==> src/plst_pkg.sv <==
// Package for the piecewise linear stop table.
// Holds sizes, command codes and sequencer states; no dependencies.
`default_nettype none
package plst_pkg;
    localparam int MaxStops = 32;
    localparam int IdxW = $clog2(MaxStops);
    localparam int CntW = $clog2(MaxStops + 1);
    localparam int PosW = 17;
    localparam int LvlW = 16;
    localparam logic [PosW-1:0] OneQ16 = 17'h10000;

    typedef enum logic [1:0] {
        CMD_EVAL = 2'd0,
        CMD_INSERT = 2'd1,
        CMD_REMOVE = 2'd2,
        CMD_SET = 2'd3
    } cmd_t;

    typedef enum logic [3:0] {
        ST_IDLE,
        ST_SRCH_RD,
        ST_SRCH_CMP,
        ST_DIV,
        ST_LERP,
        ST_SHIFT_RD,
        ST_SHIFT_WR,
        ST_SET_RD,
        ST_PUT,
        ST_DONE
    } state_t;
endpackage
`default_nettype wire

==> src/piecewise_linear_stop_table.sv <==
// Top level of the piecewise linear stop table: sequencer, stop memory and shared
// divide / multiply unit. Depends on plst_pkg.
//
// channel | direction | ports
// s_      | in        | s_valid s_ready s_command s_position s_stop_index s_new_*
// m_      | out       | m_valid m_ready m_status m_result_index m_result_position m_*
//
// An evaluate reads stops up to the bracketing segment, runs the restoring divide,
// does the lerps on the shared multiplier and posts the result; an insert then shifts
// the stops above its place up and writes the new stop; a remove shifts the stops
// above the index down; a set rewrites one entry's levels; a refusal posts its status.
// Reset sets the count to two and clears the per-entry written flags; an unwritten
// entry reads as zero with entry 1 at position 1.0, which gives the two endpoints.
// The block takes no transaction while one is in progress or its result waits on m_ready.
`default_nettype none
module piecewise_linear_stop_table (
    input  wire logic        aclk,
    input  wire logic        aresetn,
    input  wire logic        s_valid,
    output logic             s_ready,
    input  wire logic [1:0]  s_command,
    input  wire logic [16:0] s_position,
    input  wire logic [4:0]  s_stop_index,
    input  wire logic signed [15:0] s_new_left_intensity,
    input  wire logic signed [15:0] s_new_right_intensity,
    input  wire logic signed [15:0] s_new_left_opacity,
    input  wire logic signed [15:0] s_new_right_opacity,
    output logic             m_valid,
    input  wire logic        m_ready,
    output logic             m_status,
    output logic [4:0]       m_result_index,
    output logic [16:0]      m_result_position,
    output logic signed [15:0] m_left_intensity,
    output logic signed [15:0] m_right_intensity,
    output logic signed [15:0] m_left_opacity,
    output logic signed [15:0] m_right_opacity
);
    localparam int IW = plst_pkg::IdxW;
    localparam int CW = plst_pkg::CntW;
    localparam int PW = plst_pkg::PosW;
    localparam int LW = plst_pkg::LvlW;
    localparam int MW = PW + 4 * LW;

    // Stop memory: position and four levels per entry, one read and one write port.
    logic [MW-1:0] mem [plst_pkg::MaxStops];
    logic [plst_pkg::MaxStops-1:0] vld_reg, vld_next;
    logic [IW-1:0] raddr;
    logic [IW-1:0] raddr_q;
    logic [MW-1:0] rdata_reg;
    logic          rvld_reg;
    logic          we;
    logic [IW-1:0] waddr;
    logic [MW-1:0] wdata;
    logic [MW-1:0] rd_view;
    logic [PW-1:0] cur_pos;

    plst_pkg::state_t st_reg, st_next;
    logic [1:0]    cmd_reg;
    logic [PW-1:0] t_reg;
    logic [IW-1:0] sidx_reg;
    logic [4*LW-1:0] newl_reg;
    logic [CW-1:0] cnt_reg, cnt_next;
    logic [CW-1:0] i_reg;                // scan / shift pointer
    logic [MW-1:0] ea_reg;               // stop a of the segment
    logic [MW-1:0] eb_reg;               // stop b
    logic          have_a_reg;
    logic [CW-1:0] at_reg;               // insert place
    logic [PW-1:0] rem_reg;              // divider remainder
    logic [PW-1:0] q_reg;                // divider quotient = localT
    logic [4:0]    dcnt_reg;
    logic [2:0]    lk_reg;               // lerp lane
    logic [PW-1:0] rpos_reg;
    logic [4*LW-1:0] rlv_reg;
    logic          status_reg;
    logic [IW-1:0] ridx_reg;
    logic          outv_reg;

    logic signed [PW+1:0] xa, xb, xd;
    logic signed [PW+PW+2:0] prod;
    logic signed [PW+1:0] lres;
    logic [PW-1:0] span;
    logic [PW:0]   trial;
    logic [PW-1:0] num;
    logic          accept;
    logic          bracket;
    logic          last_seg;

    // Entry view: unwritten entries read as the reset endpoints.
    always_comb begin
        rd_view = rdata_reg;
        if (!rvld_reg) begin
            rd_view = '0;
            if (raddr_q == IW'(1)) rd_view[MW-1 -: PW] = plst_pkg::OneQ16;
        end
    end

    always_ff @(posedge aclk) begin
        rdata_reg <= mem[raddr];
        if (we) mem[waddr] <= wdata;
    end
    always_ff @(posedge aclk) begin
        rvld_reg <= vld_reg[raddr];
        raddr_q  <= raddr;
    end

    // Shared lerp operand select: lane 0 position, lanes 1..4 levels.
    always_comb begin
        unique case (lk_reg)
            3'd0: begin
                xa = $signed({2'b00, ea_reg[MW-1 -: PW]});
                xb = $signed({2'b00, eb_reg[MW-1 -: PW]});
            end
            3'd1: begin
                xa = (PW+2)'($signed(ea_reg[4*LW-1 -: LW]));
                xb = (PW+2)'($signed(eb_reg[4*LW-1 -: LW]));
            end
            3'd2: begin
                xa = (PW+2)'($signed(ea_reg[3*LW-1 -: LW]));
                xb = (PW+2)'($signed(eb_reg[3*LW-1 -: LW]));
            end
            3'd3: begin
                xa = (PW+2)'($signed(ea_reg[2*LW-1 -: LW]));
                xb = (PW+2)'($signed(eb_reg[2*LW-1 -: LW]));
            end
            default: begin
                xa = (PW+2)'($signed(ea_reg[LW-1:0]));
                xb = (PW+2)'($signed(eb_reg[LW-1:0]));
            end
        endcase
        xd = xb - xa;
        prod = (PW+PW+3)'(xd) * $signed({2'b00, q_reg});
    end
    assign lres = xa + (PW+2)'(prod >>> 16);

    // Divider step: restoring, one quotient bit per cycle. The numerator never
    // exceeds the span, so the first step yields the integer bit and each later
    // step doubles the remainder for one fraction bit.
    assign span  = eb_reg[MW-1 -: PW] - ea_reg[MW-1 -: PW];
    assign num   = t_reg - ea_reg[MW-1 -: PW];
    assign trial = (dcnt_reg == 5'd0) ? {1'b0, rem_reg} : {rem_reg, 1'b0};

    assign cur_pos  = rd_view[MW-1 -: PW];
    assign bracket  = t_reg >= ea_reg[MW-1 -: PW] && t_reg <= cur_pos;
    assign last_seg = i_reg + CW'(1) >= cnt_reg;

    assign accept = s_valid && s_ready;
    assign s_ready = (st_reg == plst_pkg::ST_IDLE) && !outv_reg;

    // Next state.
    always_comb begin
        st_next = st_reg;
        unique case (st_reg)
            plst_pkg::ST_IDLE: if (accept) begin
                if (s_command == plst_pkg::CMD_EVAL) st_next = plst_pkg::ST_SRCH_RD;
                else if (s_command == plst_pkg::CMD_INSERT)
                    st_next = (cnt_reg >= CW'(plst_pkg::MaxStops)) ? plst_pkg::ST_DONE
                                                                    : plst_pkg::ST_SRCH_RD;
                else if (s_command == plst_pkg::CMD_REMOVE)
                    st_next = (s_stop_index == '0 ||
                               CW'(s_stop_index) + CW'(1) >= cnt_reg) ? plst_pkg::ST_DONE
                                                                      : plst_pkg::ST_SHIFT_RD;
                else
                    st_next = (CW'(s_stop_index) >= cnt_reg) ? plst_pkg::ST_DONE
                                                             : plst_pkg::ST_SET_RD;
            end
            plst_pkg::ST_SRCH_RD: st_next = plst_pkg::ST_SRCH_CMP;
            plst_pkg::ST_SRCH_CMP: begin
                if (!have_a_reg) st_next = plst_pkg::ST_SRCH_RD;
                else if (bracket) st_next = plst_pkg::ST_DIV;
                else if (last_seg) st_next = plst_pkg::ST_LERP;
                else st_next = plst_pkg::ST_SRCH_RD;
            end
            plst_pkg::ST_DIV: if (dcnt_reg == 5'd16) st_next = plst_pkg::ST_LERP;
            plst_pkg::ST_LERP: if (lk_reg == 3'd4) begin
                if (cmd_reg == plst_pkg::CMD_INSERT)
                    st_next = (at_reg == cnt_reg) ? plst_pkg::ST_PUT : plst_pkg::ST_SHIFT_RD;
                else st_next = plst_pkg::ST_DONE;
            end
            plst_pkg::ST_SHIFT_RD: st_next = plst_pkg::ST_SHIFT_WR;
            plst_pkg::ST_SHIFT_WR: begin
                if (cmd_reg == plst_pkg::CMD_REMOVE)
                    st_next = (i_reg + CW'(2) >= cnt_reg) ? plst_pkg::ST_DONE
                                                          : plst_pkg::ST_SHIFT_RD;
                else
                    st_next = (i_reg - CW'(1) <= at_reg) ? plst_pkg::ST_PUT
                                                         : plst_pkg::ST_SHIFT_RD;
            end
            plst_pkg::ST_SET_RD: st_next = plst_pkg::ST_PUT;
            plst_pkg::ST_PUT: st_next = plst_pkg::ST_DONE;
            plst_pkg::ST_DONE: st_next = plst_pkg::ST_IDLE;
            default: st_next = plst_pkg::ST_IDLE;
        endcase
    end

    // Memory port control.
    always_comb begin
        raddr = IW'(i_reg);
        we    = 1'b0;
        waddr = IW'(i_reg);
        wdata = rd_view;
        vld_next = vld_reg;
        unique case (st_reg)
            plst_pkg::ST_SHIFT_RD: raddr = (cmd_reg == plst_pkg::CMD_REMOVE)
                                           ? IW'(i_reg + CW'(1)) : IW'(i_reg - CW'(1));
            plst_pkg::ST_SHIFT_WR: begin
                we = 1'b1;
                waddr = IW'(i_reg);
                wdata = rd_view;
            end
            plst_pkg::ST_PUT: begin
                we = 1'b1;
                if (cmd_reg == plst_pkg::CMD_SET) begin
                    // keep the position read in the cycle before
                    waddr = sidx_reg;
                    wdata = {cur_pos, newl_reg};
                end else begin
                    waddr = IW'(at_reg);
                    wdata = {rpos_reg, rlv_reg};
                end
            end
            default: ;
        endcase
        if (we) vld_next[waddr] = 1'b1;
    end

    always_ff @(posedge aclk) begin
        if (!aresetn) begin
            st_reg   <= plst_pkg::ST_IDLE;
            vld_reg  <= '0;
            cnt_reg  <= CW'(2);
            outv_reg <= 1'b0;
        end else begin
            st_reg  <= st_next;
            vld_reg <= vld_next;
            cnt_reg <= cnt_next;
            if (st_reg == plst_pkg::ST_DONE) outv_reg <= 1'b1;
            else if (m_valid && m_ready) outv_reg <= 1'b0;
        end
    end

    always_comb begin
        cnt_next = cnt_reg;
        if (st_reg == plst_pkg::ST_PUT && cmd_reg == plst_pkg::CMD_INSERT)
            cnt_next = cnt_reg + CW'(1);
        if (st_reg == plst_pkg::ST_SHIFT_WR && cmd_reg == plst_pkg::CMD_REMOVE &&
            i_reg + CW'(2) >= cnt_reg)
            cnt_next = cnt_reg - CW'(1);
    end

    // Datapath registers.
    always_ff @(posedge aclk) begin
        unique case (st_reg)
            plst_pkg::ST_IDLE: if (accept) begin
                cmd_reg    <= s_command;
                sidx_reg   <= s_stop_index;
                newl_reg   <= {s_new_left_intensity, s_new_right_intensity,
                               s_new_left_opacity, s_new_right_opacity};
                i_reg      <= '0;
                have_a_reg <= 1'b0;
                rpos_reg   <= '0;
                rlv_reg    <= '0;
                ridx_reg   <= '0;
                status_reg <= 1'b0;
                if (s_command == plst_pkg::CMD_INSERT) begin
                    t_reg <= (s_position == '0) ? PW'(1)
                           : (s_position > plst_pkg::OneQ16 - PW'(1))
                             ? plst_pkg::OneQ16 - PW'(1) : s_position;
                    status_reg <= cnt_reg >= CW'(plst_pkg::MaxStops);
                end else begin
                    t_reg <= (s_position > plst_pkg::OneQ16) ? plst_pkg::OneQ16 : s_position;
                end
                if (s_command == plst_pkg::CMD_REMOVE) begin
                    i_reg <= CW'(s_stop_index);
                    status_reg <= (s_stop_index == '0 ||
                                   CW'(s_stop_index) + CW'(1) >= cnt_reg);
                end
                if (s_command == plst_pkg::CMD_SET) begin
                    i_reg <= CW'(s_stop_index);
                    status_reg <= CW'(s_stop_index) >= cnt_reg;
                end
            end
            plst_pkg::ST_SRCH_CMP: begin
                if (!have_a_reg) begin
                    ea_reg <= rd_view; have_a_reg <= 1'b1; i_reg <= i_reg + CW'(1);
                end else if (bracket) begin
                    // The table stays sorted with stop 0 at zero, so every stop up to a lies at or below
                    // t and b is the first stop after a that lies at or after t.
                    eb_reg <= rd_view;
                    at_reg <= i_reg;
                    rem_reg <= num; q_reg <= '0; dcnt_reg <= '0;
                end else if (last_seg) begin
                    // no bracket: return the last stop as is
                    ea_reg <= rd_view; eb_reg <= rd_view;
                    at_reg <= cnt_reg;
                    q_reg <= '0;
                end else begin
                    ea_reg <= rd_view; i_reg <= i_reg + CW'(1);
                end
                lk_reg <= '0;
            end
            plst_pkg::ST_DIV: begin
                dcnt_reg <= dcnt_reg + 5'd1;
                if (span == '0) q_reg <= '0;
                else if (trial >= {1'b0, span}) begin
                    rem_reg <= PW'(trial - {1'b0, span});
                    q_reg <= {q_reg[PW-2:0], 1'b1};
                end else begin
                    rem_reg <= PW'(trial);
                    q_reg <= {q_reg[PW-2:0], 1'b0};
                end
                lk_reg <= '0;
            end
            plst_pkg::ST_LERP: begin
                lk_reg <= lk_reg + 3'd1;
                unique case (lk_reg)
                    3'd0: rpos_reg <= PW'(lres);
                    3'd1: rlv_reg[4*LW-1 -: LW] <= LW'(lres);
                    3'd2: rlv_reg[3*LW-1 -: LW] <= LW'(lres);
                    3'd3: rlv_reg[2*LW-1 -: LW] <= LW'(lres);
                    default: rlv_reg[LW-1:0] <= LW'(lres);
                endcase
                // start the upward shift from the top of the table
                if (lk_reg == 3'd4 && cmd_reg == plst_pkg::CMD_INSERT) i_reg <= cnt_reg;
            end
            plst_pkg::ST_SHIFT_WR: begin
                if (cmd_reg == plst_pkg::CMD_REMOVE) i_reg <= i_reg + CW'(1);
                else i_reg <= i_reg - CW'(1);
            end
            plst_pkg::ST_PUT: if (cmd_reg == plst_pkg::CMD_INSERT) ridx_reg <= IW'(at_reg);
            default: ;
        endcase
    end

    assign m_valid = outv_reg;
    assign m_status = status_reg;
    assign m_result_index = ridx_reg;
    assign m_result_position = rpos_reg;
    assign m_left_intensity  = rlv_reg[4*LW-1 -: LW];
    assign m_right_intensity = rlv_reg[3*LW-1 -: LW];
    assign m_left_opacity    = rlv_reg[2*LW-1 -: LW];
    assign m_right_opacity   = rlv_reg[LW-1:0];

    assert property (@(posedge aclk) disable iff (!aresetn)
        cnt_reg >= CW'(2) && cnt_reg <= CW'(plst_pkg::MaxStops))
        else $error("stop count out of range");
    assert property (@(posedge aclk) disable iff (!aresetn)
        s_ready |-> !m_valid)
        else $error("ready while result pending");
    assert property (@(posedge aclk) disable iff (!aresetn)
        (st_reg == plst_pkg::ST_DONE) |=> m_valid)
        else $error("result not presented");
    assert property (@(posedge aclk) disable iff (!aresetn)
        m_valid && !m_ready |=> m_valid &&
            $stable({m_status, m_result_index, m_result_position, rlv_reg}))
        else $error("result changed while stalled");
endmodule
`default_nettype wire

==> config.mk <==
export PLATFORM = sky130hd
export DESIGN_NAME = piecewise_linear_stop_table
export DESIGN_NICKNAME = d
export VERILOG_FILES = /design/src/plst_pkg.sv /design/src/piecewise_linear_stop_table.sv
export SDC_FILE = /design/constraint.sdc
export NUM_CORES = 2
export LEC_CHECK = 0
export BUFFER_PORTS_ARGS = -buffer_cell sky130_fd_sc_hd__buf_2
export CAP_MARGIN = 30
export CORE_UTILIZATION = 45
export CTS_BUF_LIST = sky130_fd_sc_hd__clkbuf_4 sky130_fd_sc_hd__clkbuf_8 sky130_fd_sc_hd__clkbuf_16
export DETAILED_ROUTE_END_ITERATION = 7
export PLACE_DENSITY = 0.65
export SYNTH_ARGS = -nofsm -noshare
export SYNTH_HDL_FRONTEND = slang
export SYNTH_SLANG_ARGS = --single-unit
export TNS_END_PERCENT = 20
==> constraint.sdc <==
create_clock -name aclk -period 16.4 [get_ports aclk]
set_input_delay 0 -clock aclk [delete_from_list [all_inputs] [get_ports aclk]]
set_output_delay 0 -clock aclk [all_outputs]
set_load 0.02 [all_outputs]
Word level (Yosys, flattened, before mapping)
Memory sizes are Yosys's and may differ from the RTL's. A register that Yosys moved wholly into a read port is not among the register bits.
Index checks and enable logic that the tools add are counted.

word-level totals
  flip-flop bits (word level) = 441
  bits in writable memories = 2592
  output and inout port bits = 89
  word-level logic and storage cells = 231
  memories = 1

operators by class
  add/sub/neg operators = 13
  multiply operators = 1
  magnitude comparators = 14
  equal/unequal tests = 39
  muxes and demuxes = 91
  bitwise gates (word level) = 1
  reduce and logical (&&, ||, !) cells = 45

memory list
  memory  depth  bits a word  read ports  clocked after memory_dff  write ports  RTL line                           RTL
  mem     32     81           1           1                         1            piecewise_linear_stop_table.sv:45  logic [MW-1:0] mem [plst_pkg::MaxStops];

operators with widths
  kind                  number
  $mux W81              7
  $mux W17              15
  $pmux W19 S4          2
  $pmux W64 S2          1
  $pmux W17 S2          3
  $mux W6               11
  $mux W16              4
  $mux W64              1
  $mux W4               14
  $sub A17 B17 Y17      3
  $mux W5               9
  $pmux W4 S9           1
  $logic_not A17 Y1     2
  $mul A19 B18 Y33      1
  $or A32 B32 Y32       1
  $reduce_and A3 Y1     10
  $pmux W6 S4           1
  $pmux W5 S2           2
  $sub A19 B19 Y19      1
  $ge A18 B17 Y1        1
  $ge A6 B6 Y1          3
  $mux W18              1
  $ne A2 B2 Y1 const B  9
  $add A17 B17 Y17      1
  49 further kinds      100

Depth between registers and ports, before layout
  word-level depth = 9
  depth in mapped cells = 55
  mapped depth without buffers = 52

Worst setup path after synthesis
No wires, ideal clock.

  path kind = register -> register
  from = register lk_reg[0]
  to = register rpos_reg[15], in the netlist m_result_position[15], data pin
  library setup time = 218 ps
  data arrival time = 10641 ps
  data required time = 16182 ps
  slack = 5541 ps
  stages on the path, launching flop included = 52
  period minus slack after synthesis = 10859 ps
  path through = edfxtp_1 -> inv_1 -> ha_1 -> nor2b_1 -> clkbuf_1 -> inv_1 -> nand4_1 -> clkbuf_1 -> clkbuf_1 -> nor2_1 -> a31oi_1 -> ha_1 -> inv_1 -> fa_1 -> a211o_1 -> o211ai_1 -> a21oi_1 -> nand2_1 -> [... 16 more ...] -> a21o_1 -> a21oi_1 -> a2bb2oi_1 -> nand2_1 -> o21ai_0 -> nor2b_1 -> xnor2_1 -> ha_1 -> a21oi_1 -> o21bai_1 -> a21oi_1 -> o21bai_1 -> a41o_1 -> o41ai_1 -> nand4b_1 -> a41oi_1 -> o21a_1 -> nor3_1

on the way
  cells in the longest elaborated chain, start to end = 7
  elaborated cells between the ends (all ways) = 11
  classes of those cells = add/sub (2); mul (1); eq/ne (3); mux (4); reduce/logical (1)

ends and longest elaborated chain
  what                                        RTL line                            RTL
  start, declared                             piecewise_linear_stop_table.sv:71   logic [2:0] lk_reg;
  start signal, assigned                      piecewise_linear_stop_table.sv:314  lk_reg <= lk_reg + 3'd1;
  $eq A3 B2 Y1, or another cell as far along  piecewise_linear_stop_table.sv:108  unique case (lk_reg)
  $pmux W19 S4                                piecewise_linear_stop_table.sv:108
  $sub A19 B19 Y19                            piecewise_linear_stop_table.sv:130  xd = xb - xa;
  $mul A19 B18 Y33                            piecewise_linear_stop_table.sv:131  prod = (PW+PW+3)'(xd) * $signed({2'b00, q_reg});
  $add A17 B17 Y17 (*)                        piecewise_linear_stop_table.sv:133  assign lres = xa + (PW+2)'(prod >>> 16);
  $mux W17 (*)                                piecewise_linear_stop_table.sv:315  unique case (lk_reg)
  $pmux W17 S2 (*)                            piecewise_linear_stop_table.sv:252  unique case (st_reg)
  end signal, assigned                        piecewise_linear_stop_table.sv:316  3'd0: rpos_reg <= PW'(lres);
  end, declared                               piecewise_linear_stop_table.sv:72   logic [PW-1:0] rpos_reg;

Every way passes the cells marked *; elsewhere a longest branch is shown, timed or not. The select of a mux whose other input is x is not followed.
A chain may end at the register's enable or synchronous reset.

Final worst setup path
  from = register lk_reg[0]
  to = register rlv_reg[63], data pin

on the way
  cells in the longest elaborated chain, start to end = 7
  elaborated cells between the ends (all ways) = 11
  classes of those cells = add/sub (2); mul (1); eq/ne (3); mux (4); reduce/logical (1)

ends and longest elaborated chain
  what                                        RTL line                            RTL
  $eq A3 B2 Y1, or another cell as far along  piecewise_linear_stop_table.sv:108
  $pmux W19 S4                                piecewise_linear_stop_table.sv:108
  $sub A19 B19 Y19                            piecewise_linear_stop_table.sv:130
  $mul A19 B18 Y33                            piecewise_linear_stop_table.sv:131
  $add A17 B17 Y17 (*)                        piecewise_linear_stop_table.sv:133
  $mux W16 (*)                                piecewise_linear_stop_table.sv:315
  $pmux W64 S2 (*)                            piecewise_linear_stop_table.sv:252
  end signal, assigned by index               piecewise_linear_stop_table.sv:317  3'd1: rlv_reg[4*LW-1 -: LW] <= LW'(lres);
  end signal, assigned by index               piecewise_linear_stop_table.sv:318  3'd2: rlv_reg[3*LW-1 -: LW] <= LW'(lres);
  end signal, assigned by index               piecewise_linear_stop_table.sv:319  3'd3: rlv_reg[2*LW-1 -: LW] <= LW'(lres);
  end, declared                               piecewise_linear_stop_table.sv:73   logic [4*LW-1:0] rlv_reg;

Marks and branches as above.

==> qor.csv <==
metric,value,unit
yosysWarnings,0,
yosysMostFrequentCell,edfxtp_1,
std_cell_rows,200,
grt.overflow.total,0,
ys_seq_area_frac,0.681,
tns,0,ps
grt_max_degree,139,
cts_buffer_depth,4,
worst_pin_slew,1080,ps
drv_slew,0,
routed_wirelength,399000,um
cp_max_fo,49,
clock.fmax,76.2,MHz
fin_area,0.156,mm2
numCtsBuffers,320,
finalHoldViolCount,0,
min_period,13120,ps
syn_nets,8842,
antenna_found_initial,33,
hpwl,228000,um
dpl_cell_area,0.143,mm2
drtAntennaViolNets,0,
dieHeight,550,um
synthTopCellsByCount,"2984 x edfxtp_1, 985 x nand2_1, 656 x mux4_2",
start_util,0.454,
synth_top_area_cell,edfxtp_1,
clk_pin_slew,60,ps
regMostFlops,mem,
end_kind,register,
drc,0,
htreeDepth,5,
io_buffers,180,
largest_reg_flops,2592,
place_congestion,0.893,
yosysTopAreaCellShare,0.662,
critPathRequiredTime,17050,ps
grt_setup_unrepaired,no,
min_from,s_stop_index[2],
maxCapViolCount,0,
reg2reg_from,lk_reg[0]$_SDFFCE_PN0P_,
nNetsFinal,9375,
slowest_delay,540,ps
area_delta_synth_final,15.0,%
die_w,550,um
dr_total_vias,78000,
synth-edff-count,2984,
grt_pass1_vias,77200,
ctsHoldBuffers,193,
setup_violations,0,
critPathKind,register to register,
crit_top_cell,inv_1,
netlist_instances,8221,
synth.distinct_cells,72,
cts-root-buf,clkbuf_16,
wl_per_cell,30.8,um
arrival,13770,ps
post-route-period-util,0.800,
first_iter_violations,10600,
yosys_register_bits,3114,
cts_sinks,3114,
grt_pass1_wl,566000,um
fp.coreArea,0.298,mm2
avgSynthCellArea,16.5,um2
synth_area_leaders,"edfxtp_1 66%, mux4_2 11%, fa_1 4.5%, nand2_1 2.7%, ha_1 2.1%",
worstHoldPathType,input pin to register,
startpoint_type,register,
synthArstFlopShare,0,
finClkSkew,87.3,ps
critical_path.slowest_cell,fa_1,
drt_pass1_iterations,7,
viasPerCell,6.01,
worstSetupStartpoint,lk_reg[0]$_SDFFCE_PN0P_,
clk-insertion-delay-late,950,ps
outcome,"complete, no violations",
netlist_area,0.135,mm2
drive_above_1_share,0.200,
synthFlopType,edfxtp_1,
cts_setup_buffers,0,
final_core_utilization,0.522,
slew_headroom,0.259,
postCtsResizedCells,0,
ioPinCount,181,
cts_tree,done,
dieArea,0.303,mm2
track_usage,0.263,
area by class of cell:
type | count | area [um2]
repair buffers | 618 | 5700
multi-input cells | 4184 | 40200
diodes | 22 | 55.1
clock inverters | 154 | 1440
fillers | 23500 | 142000
well taps | 3939 | 4930
inverters | 516 | 1960
flip-flops and latches | 3114 | 92200
clock buffers | 432 | 9140
worst paths after layout:
path / endpoint / slack, ps / cells after the start
worst min-delay path: sidx_reg[2]$_DFFE_PP_ / 60 / 2
worst max-delay path: rlv_reg[63]$_SDFFCE_PN0P_ / 3280 / 51
worst max register to register: rlv_reg[63]$_SDFFCE_PN0P_ / 3280 / 51
worst min register to register: vld_reg[21]$_SDFFE_PN0N_ / 460 / 1
layout by cell type (no fill, tap or decap), types with 89 or more instances in the layout:
master / n
edfxtp_1: 2984
nand2_1: 984
mux4_2: 656
nand3_1: 519
inv_1: 511
clkbuf_16: 329
fa_1: 301
and2_1: 256
ha_1: 228
nor2_1: 221
dlygate4sd3_1: 193
buf_2: 180
buf_4: 145
dfxtp_1: 129
a21oi_1: 107
xnor2_1: 90
mux2i_1: 89
routing by layer:
layer	up-vias	GRT usage	part of all wire
met4	22	0.102	0.041
met3	769	0.0580	0.11
met5	-	0	0.00043
li1	32000	-	-
met1	40800	0.357	0.38
met2	4437	0.415	0.47
critical path: cells and delay by family, from the launching register on:
| kind | cells | cell delay (ps) |
|---|---|---|
| AO/OA/AOI/OAI | 18 | 4060 |
| XOR/XNOR | 1 | 160 |
| adder cells (fa/ha/maj) | 11 | 4490 |
| buffers and inverters | 12 | 1740 |
| flip-flops | 1 | 450 |
| AND/OR/NAND/NOR | 9 | 1880 |
per-stage QoR:
stage                     hold WS (ps)  setup WS [ps]  cells
final                             55.5           3280  13000
after global routing              42.4           2470  13000
after CTS                         1.60           3390  12900
after detailed placement           178           3490  12200
after global placement             177           3560  12100
after floorplan                   98.9           5540   8221
cells by family after synthesis:
logic type,count (synthesis),synth area share
xor gates and xnor gates,127,0.00848
and+or+nand+nor,2207,0.0743
adders and majority gates,529,0.0656
buffers and inverters,923,0.0264
DFF,3114,0.681
AOI/OAI and AO/OA,553,0.0260
muxes,768,0.118
Power is left out: the tool's default activity adds up to more than one toggle a clock period on the data nets, which glitch-free logic cannot reach.
